## src/sv/titt_pkg.sv

```systemverilog
`default_nettype none
// ----------------------------------------------------------------------------
// titt_pkg: shared types and constants of the timer table
// slot record layout, operation codes, event codes
// ----------------------------------------------------------------------------
package titt_pkg;

	localparam int SLOTS   = 16;
	localparam int SLOT_W  = $clog2(SLOTS);
	localparam int CNT_W   = $clog2(SLOTS + 1);
	localparam int TIME_W  = 48;
	localparam int ID_W    = 31;
	localparam int MAX_OUT = 16;
	localparam int OUT_W   = $clog2(MAX_OUT + 1);
	localparam int OIDX_W  = $clog2(MAX_OUT);
	localparam logic [ID_W-1:0] ID_MAX = {ID_W{1'b1}};

	localparam logic [1:0] MODE_ONESHOT  = 2'd0;
	localparam logic [1:0] MODE_PERIODIC = 2'd1;
	localparam logic [1:0] MODE_CLEAR    = 2'd2;
	localparam logic [1:0] MODE_TICK     = 2'd3;

	localparam logic [2:0] EV_NONE    = 3'd0;
	localparam logic [2:0] EV_CREATED = 3'd1;
	localparam logic [2:0] EV_FIRED   = 3'd2;
	localparam logic [2:0] EV_CLEARED = 3'd3;
	localparam logic [2:0] EV_FULL    = 3'd4;

	// one slot record as held in the slot memory
	typedef struct packed {
		logic              periodic;
		logic [ID_W-1:0]   period;
		logic [ID_W-1:0]   id;
		logic [TIME_W-1:0] expiry;
	} slot_rec_t;

	localparam int REC_W = $bits(slot_rec_t);

endpackage
`default_nettype wire

```

## src/sv/timeout_interval_timer_table.sv

```systemverilog
`default_nettype none
// ----------------------------------------------------------------------------
// timeout_interval_timer_table: one-shot and periodic millisecond timer table
// ----------------------------------------------------------------------------
// usage
// - s_axis carries one command word: create one-shot, create periodic,
//   clear by id, or a one millisecond tick; the mode travels in tuser
// - m_axis returns one or more result words per command, tlast on the final
//   one; every word of a command carries the same active and next-delay status
// - slot records live in one memory of 16 entries with a registered read;
//   valid bits are flip-flops, cleared at reset, so no clearing pass is needed
// - each pass over the memory reads one slot a cycle
// - create and clear take two passes, a search and a status pass
// - a tick takes one pass per fired timer plus a search and a status pass,
//   at most 16 fired a tick; when all 16 fire, the last search, which would
//   find nothing, is skipped
// - then one word a cycle while m_axis_tready is high
// - one command at a time: s_axis_tready is low from acceptance until the
//   last result word has been taken
// - a stalled receiver just holds the current result word on m_axis
// - reset clears time, valid bits and the id counter (next id is 1)
// ----------------------------------------------------------------------------
module timeout_interval_timer_table (
	input  wire logic        clk,
	input  wire logic        arst_n,
	input  wire logic        s_axis_tvalid,
	output logic             s_axis_tready,
	input  wire logic [31:0] s_axis_tdata,   // operand[31:0]
	input  wire logic [1:0]  s_axis_tuser,   // mode[1:0]
	output logic             m_axis_tvalid,
	input  wire logic        m_axis_tready,
	output logic [63:0]      m_axis_tdata,   // timer_id[30:0], active[31],
	                                         // next_delay[62:32], pad
	output logic [2:0]       m_axis_tuser,   // event_res[2:0]
	output logic             m_axis_tlast
);
	import titt_pkg::*;

	logic              ram_we;
	logic [SLOT_W-1:0] ram_waddr;
	logic [SLOT_W-1:0] ram_raddr;
	slot_rec_t         ram_wdata;
	slot_rec_t         ram_rdata;
	logic [REC_W-1:0]  ram_rbits;
	logic [ID_W-1:0]   o_id;
	logic              o_active;
	logic [ID_W-1:0]   o_delay;

	assign ram_rdata = slot_rec_t'(ram_rbits);

	// slot record memory
	titt_ram #(
		.WIDTH(REC_W),
		.DEPTH(SLOTS)
	) u_slots (
		.clk  (clk),
		.we   (ram_we),
		.waddr(ram_waddr),
		.wdata(REC_W'(ram_wdata)),
		.raddr(ram_raddr),
		.rdata(ram_rbits)
	);

	// command sequencer
	titt_ctrl u_ctrl (
		.clk       (clk),
		.arst_n    (arst_n),
		.in_valid  (s_axis_tvalid),
		.in_ready  (s_axis_tready),
		.in_mode   (s_axis_tuser),
		.in_operand(s_axis_tdata),
		.out_valid (m_axis_tvalid),
		.out_ready (m_axis_tready),
		.out_id    (o_id),
		.out_ev    (m_axis_tuser),
		.out_last  (m_axis_tlast),
		.out_active(o_active),
		.out_delay (o_delay),
		.ram_we    (ram_we),
		.ram_waddr (ram_waddr),
		.ram_wdata (ram_wdata),
		.ram_raddr (ram_raddr),
		.ram_rdata (ram_rdata)
	);

	assign m_axis_tdata = {1'b0, o_delay, o_active, o_id};
endmodule
`default_nettype wire

```

## src/sv/titt_ram.sv

```systemverilog
`default_nettype none
// ----------------------------------------------------------------------------
// titt_ram: generic single-port-write, single-read RAM
// one write and one registered read per cycle
// ----------------------------------------------------------------------------
module titt_ram #(
	parameter int WIDTH = 8,
	parameter int DEPTH = 16
) (
	input  wire logic                     clk,
	input  wire logic                     we,
	input  wire logic [$clog2(DEPTH)-1:0] waddr,
	input  wire logic [WIDTH-1:0]         wdata,
	input  wire logic [$clog2(DEPTH)-1:0] raddr,
	output logic      [WIDTH-1:0]         rdata
);
	logic [WIDTH-1:0] mem_q [DEPTH];

	always_ff @(posedge clk) begin
		if (we) begin
			mem_q[waddr] <= wdata;
		end
		rdata <= mem_q[raddr];
	end
endmodule
`default_nettype wire

```

## src/sv/titt_ctrl.sv

```systemverilog
`default_nettype none
// ----------------------------------------------------------------------------
// titt_ctrl: sequencer of the timer table
// scans the slot memory one entry a cycle per pass, updates slots, emits words
// ----------------------------------------------------------------------------
module titt_ctrl (
	input  wire logic                      clk,
	input  wire logic                      arst_n,
	input  wire logic                      in_valid,
	output logic                           in_ready,
	input  wire logic [1:0]                in_mode,
	input  wire logic [31:0]               in_operand,
	output logic                           out_valid,
	input  wire logic                      out_ready,
	output logic [titt_pkg::ID_W-1:0]      out_id,
	output logic [2:0]                     out_ev,
	output logic                           out_last,
	output logic                           out_active,
	output logic [titt_pkg::ID_W-1:0]      out_delay,
	output logic                           ram_we,
	output logic [titt_pkg::SLOT_W-1:0]    ram_waddr,
	output titt_pkg::slot_rec_t            ram_wdata,
	output logic [titt_pkg::SLOT_W-1:0]    ram_raddr,
	input  titt_pkg::slot_rec_t            ram_rdata
);
	import titt_pkg::*;

	typedef enum logic [5:0] {
		ST_IDLE = 6'b000001,
		ST_SCAN = 6'b000010,
		ST_ACT  = 6'b000100,
		ST_STAT = 6'b001000,
		ST_EMIT = 6'b010000,
		ST_OUT  = 6'b100000
	} state_t;

	state_t              state_q;
	logic [1:0]          mode_q;
	logic [31:0]         op_q;
	logic [TIME_W-1:0]   now_q;
	logic [ID_W-1:0]     next_id_q;
	logic [SLOTS-1:0]    valid_q;
	logic [CNT_W-1:0]    cnt_q;       // scan counter, also read-data tag
	logic                rd_s1;       // read data valid this cycle
	logic [SLOT_W-1:0]   rdidx_s1;
	// scan results
	logic                hit_q;
	logic [SLOT_W-1:0]   hit_idx_q;
	logic                free_q;
	logic [SLOT_W-1:0]   free_idx_q;
	logic                due_q;
	logic [SLOT_W-1:0]   due_idx_q;
	slot_rec_t           due_rec_q;
	logic                any_q;
	logic [TIME_W-1:0]   min_q;
	// output fifo of event words (id, code)
	logic [ID_W-1:0]     fid_q [MAX_OUT];
	logic [2:0]          fev_q [MAX_OUT];
	logic [OUT_W-1:0]    fcnt_q;
	logic [OUT_W-1:0]    rptr_q;
	logic                stat_pass_q; // current scan is the status pass
	logic [ID_W-1:0]     delay_q;
	logic                active_q;

	logic [SLOT_W-1:0]   ridx;
	logic [31:0]         dly;
	logic                due_here;
	logic                better;
	logic [TIME_W-1:0]   diff;
	logic                clr_hit;
	logic                more_due;

	assign ridx = cnt_q[SLOT_W-1:0];
	assign ram_raddr = ridx;
	assign in_ready = (state_q == ST_IDLE);

	always_comb begin
		if (op_q[31]) begin
			dly = (mode_q == MODE_PERIODIC) ? 32'd1 : 32'd0;
		end else if (mode_q == MODE_PERIODIC && op_q == 32'd0) begin
			dly = 32'd1;
		end else begin
			dly = op_q;
		end
	end

	// a clear only matches a positive id
	assign clr_hit = hit_q && !op_q[31] && op_q != 32'd0;
	// another tick search pass while timers were due and the word buffer has room
	assign more_due = (mode_q == MODE_TICK) && due_q &&
		(fcnt_q + OUT_W'(1) < OUT_W'(MAX_OUT));

	assign due_here = valid_q[rdidx_s1] && (ram_rdata.expiry <= now_q);
	assign better = !due_q || (ram_rdata.expiry < due_rec_q.expiry) ||
		(ram_rdata.expiry == due_rec_q.expiry && ram_rdata.id < due_rec_q.id);
	assign diff = min_q - now_q;

	// slot write on the action step
	always_comb begin
		ram_we    = 1'b0;
		ram_waddr = due_idx_q;
		ram_wdata = due_rec_q;
		if (state_q == ST_ACT) begin
			case (mode_q)
				MODE_ONESHOT, MODE_PERIODIC: begin
					ram_we    = hit_q || free_q;
					ram_waddr = hit_q ? hit_idx_q : free_idx_q;
					ram_wdata.expiry   = now_q + TIME_W'(dly);
					ram_wdata.id       = next_id_q;
					ram_wdata.periodic = (mode_q == MODE_PERIODIC);
					ram_wdata.period   = (mode_q == MODE_PERIODIC) ? dly[ID_W-1:0] : '0;
				end
				MODE_TICK: begin
					ram_we    = due_q && due_rec_q.periodic;
					ram_wdata.expiry = now_q + TIME_W'(due_rec_q.period);
				end
				default: ram_we = 1'b0;
			endcase
		end
	end

	assign out_valid  = (state_q == ST_OUT);
	assign out_id     = fid_q[rptr_q[OIDX_W-1:0]];
	assign out_ev     = fev_q[rptr_q[OIDX_W-1:0]];
	assign out_last   = (rptr_q + OUT_W'(1) == fcnt_q);
	assign out_active = active_q;
	assign out_delay  = delay_q;

	always_ff @(posedge clk) begin
		rdidx_s1 <= ridx;
		if (state_q == ST_ACT) begin
			case (mode_q)
				MODE_ONESHOT, MODE_PERIODIC: begin
					fid_q[0] <= (hit_q || free_q) ? next_id_q : '0;
					fev_q[0] <= (hit_q || free_q) ? EV_CREATED : EV_FULL;
				end
				MODE_CLEAR: begin
					fid_q[0] <= clr_hit ? op_q[ID_W-1:0] : '0;
					fev_q[0] <= clr_hit ? EV_CLEARED : EV_NONE;
				end
				default: begin
					if (due_q) begin
						fid_q[fcnt_q[OIDX_W-1:0]] <= due_rec_q.id;
						fev_q[fcnt_q[OIDX_W-1:0]] <= EV_FIRED;
					end else if (fcnt_q == '0) begin
						fid_q[0] <= '0;
						fev_q[0] <= EV_NONE;
					end
				end
			endcase
		end
		if (state_q == ST_SCAN && rd_s1) begin
			if (ram_rdata.id == (mode_q == MODE_CLEAR ? op_q[ID_W-1:0] : next_id_q)
				&& valid_q[rdidx_s1] && !hit_q) begin
				hit_idx_q <= rdidx_s1;
			end
			if (!valid_q[rdidx_s1] && !free_q) begin
				free_idx_q <= rdidx_s1;
			end
			if (due_here && better) begin
				due_idx_q <= rdidx_s1;
				due_rec_q <= ram_rdata;
			end
			if (valid_q[rdidx_s1] && (!any_q || ram_rdata.expiry < min_q)) begin
				min_q <= ram_rdata.expiry;
			end
		end
		if (state_q == ST_EMIT) begin
			active_q <= any_q;
			if (any_q && min_q > now_q) begin
				delay_q <= (diff > TIME_W'(ID_MAX)) ? ID_MAX : diff[ID_W-1:0];
			end else begin
				delay_q <= '0;
			end
		end
	end

	always_ff @(posedge clk or negedge arst_n) begin
		if (!arst_n) begin
			state_q     <= ST_IDLE;
			now_q       <= '0;
			next_id_q   <= ID_W'(1);
			valid_q     <= '0;
			cnt_q       <= '0;
			rd_s1       <= 1'b0;
			hit_q       <= 1'b0;
			free_q      <= 1'b0;
			due_q       <= 1'b0;
			any_q       <= 1'b0;
			fcnt_q      <= '0;
			rptr_q      <= '0;
			stat_pass_q <= 1'b0;
			mode_q      <= MODE_TICK;
			op_q        <= '0;
		end else begin
			case (state_q)
				ST_IDLE: begin
					if (in_valid) begin
						mode_q      <= in_mode;
						op_q        <= in_operand;
						cnt_q       <= '0;
						rd_s1       <= 1'b0;
						hit_q       <= 1'b0;
						free_q      <= 1'b0;
						due_q       <= 1'b0;
						any_q       <= 1'b0;
						fcnt_q      <= '0;
						rptr_q      <= '0;
						stat_pass_q <= 1'b0;
						if (in_mode == MODE_TICK) begin
							now_q <= now_q + TIME_W'(1);
						end
						state_q <= ST_SCAN;
					end
				end
				ST_SCAN: begin
					// one read issued per cycle, its data compared in the following cycle
					rd_s1 <= (cnt_q < CNT_W'(SLOTS));
					if (cnt_q < CNT_W'(SLOTS)) begin
						cnt_q <= cnt_q + CNT_W'(1);
					end
					if (rd_s1) begin
						if (valid_q[rdidx_s1]) begin
							any_q <= 1'b1;
							if (mode_q == MODE_CLEAR ? ram_rdata.id == op_q[ID_W-1:0]
								: ram_rdata.id == next_id_q) begin
								hit_q <= 1'b1;
							end
						end else begin
							free_q <= 1'b1;
						end
						if (due_here) begin
							due_q <= 1'b1;
						end
					end
					if (!rd_s1 && cnt_q == CNT_W'(SLOTS)) begin
						state_q <= stat_pass_q ? ST_EMIT : ST_ACT;
					end
				end
				ST_ACT: begin
					cnt_q  <= '0;
					rd_s1  <= 1'b0;
					any_q  <= 1'b0;
					hit_q  <= 1'b0;
					free_q <= 1'b0;
					due_q  <= 1'b0;
					stat_pass_q <= !more_due;
					state_q <= ST_SCAN;
					case (mode_q)
						MODE_ONESHOT, MODE_PERIODIC: begin
							fcnt_q <= OUT_W'(1);
							if (hit_q || free_q) begin
								valid_q[hit_q ? hit_idx_q : free_idx_q] <= 1'b1;
								next_id_q <= (next_id_q == ID_MAX || next_id_q == '0)
									? ID_W'(1) : next_id_q + ID_W'(1);
							end
						end
						MODE_CLEAR: begin
							fcnt_q <= OUT_W'(1);
							if (clr_hit) begin
								valid_q[hit_idx_q] <= 1'b0;
							end
						end
						default: begin
							if (due_q) begin
								fcnt_q <= fcnt_q + OUT_W'(1);
								if (!due_rec_q.periodic) begin
									valid_q[due_idx_q] <= 1'b0;
								end
							end else if (fcnt_q == '0) begin
								fcnt_q <= OUT_W'(1);
							end
						end
					endcase
				end
				ST_EMIT: begin
					state_q <= ST_OUT;
				end
				ST_OUT: begin
					if (out_ready) begin
						if (out_last) begin
							state_q <= ST_IDLE;
						end else begin
							rptr_q <= rptr_q + OUT_W'(1);
						end
					end
				end
				default: state_q <= ST_IDLE;
			endcase
		end
	end
endmodule
`default_nettype wire
```

## config.mk

```make
export PLATFORM = sky130hd
export DESIGN_NAME = timeout_interval_timer_table
export DESIGN_NICKNAME = d
export VERILOG_FILES = /design/src/sv/titt_pkg.sv /design/src/sv/timeout_interval_timer_table.sv /design/src/sv/titt_ram.sv /design/src/sv/titt_ctrl.sv
export SDC_FILE = /design/constraint.sdc
export NUM_CORES = 2
export LEC_CHECK = 0
export BUFFER_PORTS_ARGS = -buffer_cell sky130_fd_sc_hd__buf_4
export CAP_MARGIN = 20
export CORE_AREA = 10 10 549 551
export DETAILED_ROUTE_END_ITERATION = 10
export DIE_AREA = 0 0 559 561
export GPL_TIMING_DRIVEN = 1
export PLACE_DENSITY_LB_ADDON = 0.08
export SLEW_MARGIN = 20
export SYNTH_ARGS = -nofsm -noshare
export SYNTH_HDL_FRONTEND = slang
export SYNTH_HIERARCHICAL = 1
export SYNTH_SLANG_ARGS = --single-unit
export TNS_END_PERCENT = 5
```

## constraint.sdc

```tcl
create_clock -name clk -period 11.5 [get_ports clk]
set_input_delay 2.875 -clock clk [delete_from_list [all_inputs] [get_ports clk]]
set_output_delay 2.875 -clock clk [all_outputs]
set_load 0.02 [all_outputs]
```

==> Implementation_results.wiki <==
{| class="wikitable"
! Metric !! Value
|-
| Type of element capturing the critical path || primary output
|-
| Hold WS || 0.387 ns
|-
| Final Cycle Share || 0.629
|-
| Final non-filler cell area || 132000 µm²
|-
| Number of synthesized flops with an enable pin || 2523
|-
| Remaining number of nets flagged by the antenna check after routing || 0
|-
| Standard-cell rows || 198
|-
| Total nets after synthesis || 6649
|-
| Number of cells in the design after placement || 10200
|-
| Number of synthesized register bits || 2793
|-
| Worst Reg2Reg Path Length in Cells || 18
|-
| Clock tree skew after final layout || 0.0652 ns
|-
| Number of hold-slack violations in the final timing report || 0
|-
| Synthesized area || 116000 µm²
|-
| Ratio of cells with drive above 1 in the final layout || 0.233
|-
| Share of the core filled with cells in the final layout || 0.456
|-
| Post-CTS Setup Repair Bufs || 0
|-
| Average cell area after synthesis || 18.2 µm²
|-
| Initial Util || 0.398
|-
| Clock sink total || 2793
|-
| Pins over their slew limit || 0
|-
| Worst r2r src || u_ctrl/op_q[17]
|-
| Most used cells in the layout excluding fill and tap cells || 2523 x sky130_fd_sc_hd__edfxtp_1, 619 x sky130_fd_sc_hd__mux4_2, 342 x sky130_fd_sc_hd__nand2_1, 316 x sky130_fd_sc_hd__clkbuf_16, 260 x sky130_fd_sc_hd__ha_1
|-
| Total power after layout || 27.4 mW
|-
| Slew at the pin with the worst max-slew slack || 1.21 ns
|-
| DP Area || 122000 µm²
|-
| Post-Route Setup TNS || 0 ns
|-
| Total number of nets in the final design || 6919
|-
| Path category of the worst min-delay check || flip-flop to flip-flop
|-
| Setup slack after placement || 4.83 ns
|-
| DPL Wire Length || 194000 µm
|-
| Largest driver fanout on the critical path || 70
|-
| Startpoint Class || flip-flop
|-
| Final setup violation count || 0
|-
| Number of resized instances in the post-cts repair step || 0
|-
| CP Launch Point || u_ctrl/rptr_q[1]
|-
| Overall Global Routing Usage || 0.208
|-
| Global-route wire length before repair || 479000 µm
|-
| Hold-fix buffers at CTS || 0
|-
| Maximum achievable frequency || 138 MHz
|-
| Number of antenna violations at the first check in global routing || 9
|-
| Clock transition at path regs || 0.06 ns
|-
| Primary flip-flop cell chosen by synthesis mapping || sky130_fd_sc_hd__edfxtp_1
|-
| Cells after Synth || 6349
|-
| WL/cell || 31.2 µm
|-
| Post-route worst setup slack || 4.26 ns
|-
| Via density || 5.78
|-
| Max capacitance violation total || 0
|-
| Yosys warning total || 6
|-
| Core Area || 290000 µm²
|-
| TritonCTS clock tree || built
|-
| Non-Filler Instances || 10800
|-
| Number of iterations in the first detailed-routing pass || 5
|-
| Worst Setup Path Type || flip-flop to primary output
|-
| Maximum number of pins on one net before global-route repair || 116
|-
| Final weighted congestion of routability-driven global placement || 0.904
|-
| Clock period minus final worst setup slack || 7.24 ns
|-
| Total power per unit cell area || 207 nW/µm²
|-
| Rel. slew slack || 0.191
|-
| Commonest non-fill, non-tap cell in the layout || sky130_fd_sc_hd__edfxtp_1
|-
| Crit path arrival time || 4.36 ns
|-
| DRC Markers || 0
|-
| Die Y || 561 µm
|-
| Result of the run || finished, final reports clean
|-
| Total of buffers placed on input and output ports || 106
|-
| Required time of the critical path || 8.63 ns
|-
| Unrepaired setup endpoints after global routing || no
|-
| Total number of H-tree levels || 5
|-
| Routed via count || 62400
|-
| Area growth from synthesis to layout || 14.4%
|-
| Final global-route overflow total || 0
|-
| # IOs || 108
|-
| Sequential cell area fraction in the yosys report || 0.709
|-
| Worst Setup EP || m_axis_tdata[11]
|-
| Clock latency on the worst-skew pair || 0.93 ns
|-
| Clk buf depth || 4
|-
| DIE AREA || 314000 µm²
|-
| Number of global-route vias before repair || 63800
|-
| Distinct cell type count of the synthesized netlist || 109
|-
| Leakage power || 43.0 nW
|-
| Worst reg2reg endpoint || u_slots/mem_q[11][46]
|-
| Max IR drop VDD || 0.135 mV
|-
| Number of DRC markers in iteration 0 || 5878
|-
| Die width || 559 µm
|-
| Number of CTS-inserted buffers || 311
|-
| Wirelength, routed || 337000 µm
|-
| Clock tree root buffer cell || sky130_fd_sc_hd__clkbuf_16
|-
| Async S/R FF share, synth || 0.0555
|-
| Setup slack, reg-to-reg || 4.63 ns
|}
-- worst max-delay path, cell delays in order, from the launching register on --
cell	delay, ns
sky130_fd_sc_hd__dfrtp_4	0.59
sky130_fd_sc_hd__buf_4	0.71
sky130_fd_sc_hd__buf_4	0.94
sky130_fd_sc_hd__mux4_2	0.42
sky130_fd_sc_hd__mux4_2	0.51
sky130_fd_sc_hd__buf_4	0.18
-- registers in the layout, summed over array words and instances, names as in the netlist, 16 cells and up --
signal            flops
u_ctrl/op_q          32
u_ctrl/fev_q         48
u_ctrl/min_q         48
u_slots/rdata       111
u_slots/mem_q      1776
u_ctrl/valid_q       16
u_ctrl/now_q         48
u_ctrl/next_id_q     31
u_ctrl/due_rec_q    111
u_ctrl/out_delay     31
u_ctrl/fid_q        496
-- how the worst min path moves through the flow --
stage	depth (start not counted)	slack, ns	startpoint	endpoint
finish	0	0.39	u_slots/rdata[103]	u_ctrl/due_rec_q[103]
detailed placement	0	0.39	u_slots/rdata[85]	u_ctrl/due_rec_q[85]
floorplan	0	0.39	u_slots/rdata[100]	u_ctrl/due_rec_q[100]
CTS	0	0.39	u_slots/rdata[103]	u_ctrl/due_rec_q[103]
global route	0	0.40	u_slots/rdata[103]	u_ctrl/due_rec_q[103]
global placement	0	0.39	u_slots/rdata[85]	u_ctrl/due_rec_q[85]
-- cell usage after synthesis (11+ instances only) --
cell type,instances,share of area
sky130_fd_sc_hd__nor3_1,56,0.0024
sky130_fd_sc_hd__mux2i_1,55,0.0048
sky130_fd_sc_hd__o21bai_1,11,0.00071
sky130_fd_sc_hd__buf_1,34,0.0011
sky130_fd_sc_hd__nor2_1,149,0.0048
sky130_fd_sc_hd__nand2b_1,34,0.0018
sky130_fd_sc_hd__dfrtp_1,151,0.033
sky130_fd_sc_hd__mux2_2,71,0.0069
sky130_fd_sc_hd__xnor2_1,135,0.010
sky130_fd_sc_hd__a41oi_2,30,0.0042
sky130_fd_sc_hd__nor2b_1,34,0.0018
sky130_fd_sc_hd__a21oi_1,130,0.0056
sky130_fd_sc_hd__a21o_1,95,0.0062
sky130_fd_sc_hd__o22ai_1,36,0.0019
sky130_fd_sc_hd__clkbuf_1,184,0.0060
sky130_fd_sc_hd__a22oi_1,244,0.016
sky130_fd_sc_hd__nand4_1,74,0.0040
sky130_fd_sc_hd__mux4_2,619,0.12
sky130_fd_sc_hd__nand2_1,346,0.011
sky130_fd_sc_hd__inv_1,221,0.0072
sky130_fd_sc_hd__buf_2,50,0.0022
sky130_fd_sc_hd__dfxtp_1,115,0.020
sky130_fd_sc_hd__and3_1,31,0.0017
sky130_fd_sc_hd__ha_1,260,0.028
sky130_fd_sc_hd__edfxtp_1,2523,0.66
sky130_fd_sc_hd__xor2_1,45,0.0034
sky130_fd_sc_hd__nor4_1,36,0.0019
sky130_fd_sc_hd__a31oi_1,22,0.0012
sky130_fd_sc_hd__nand3_1,74,0.0032
sky130_fd_sc_hd__buf_6,25,0.0024
sky130_fd_sc_hd__a22o_1,32,0.0024
sky130_fd_sc_hd__o21a_1,14,0.00091
sky130_fd_sc_hd__o21ai_0,179,0.0078
-- final cells by class --
type	count	area (µm²)
Antenna cell	7	17.5
Timing Repair Buffer	261	2210
Clock inverter	165	1900
Multi-Input combinational cell	3030	31900
Sequential cell	2793	82000
Inverter	222	833
Tap cell	3900	4880
Fill cell	24700	158000
Clock buffer	406	8500
-- metal layers --
| layer | share of wire | vias up | track usage | wire length (µm) |
|---|---|---|---|---|
| li1 | - | 26300 | - | - |
| met1 | 0.46 | 33700 | 0.305 | 153000 |
| met2 | 0.46 | 1935 | 0.326 | 155000 |
| met3 | 0.053 | 421 | 0.0305 | 18000 |
| met4 | 0.030 | 2 | 0.0597 | 10300 |
| met5 | 0.000033 | - | 0 | 11 |
-- kinds of logic (layout without fill, tap and decap cells) --
logic type | count (synthesis) | after routing | synth area share
AND/OR/NAND/NOR | 925 | 925 | 0.0398
other | 1 | 8 | 0.0000324
XOR/XNOR | 180 | 180 | 0.0136
buffers and inverters | 526 | 1054 | 0.0198
adder cells (fa/ha/maj) | 262 | 262 | 0.0285
AO/OA/AOI/OAI | 917 | 917 | 0.0570
multiplexers | 745 | 745 | 0.132
flip-flops | 2793 | 2793 | 0.709
-- power by group --
part / internal, mW / switching (mW) / leakage [nW]
Combinational: 2.17 / 2.83 / 13.1
Sequential: 11.6 / 0.675 / 24.8
Clock: 5.95 / 4.14 / 5.07
Total: 19.7 / 7.64 / 43.0
No activity file was read; power rests on OpenSTA's default activity.
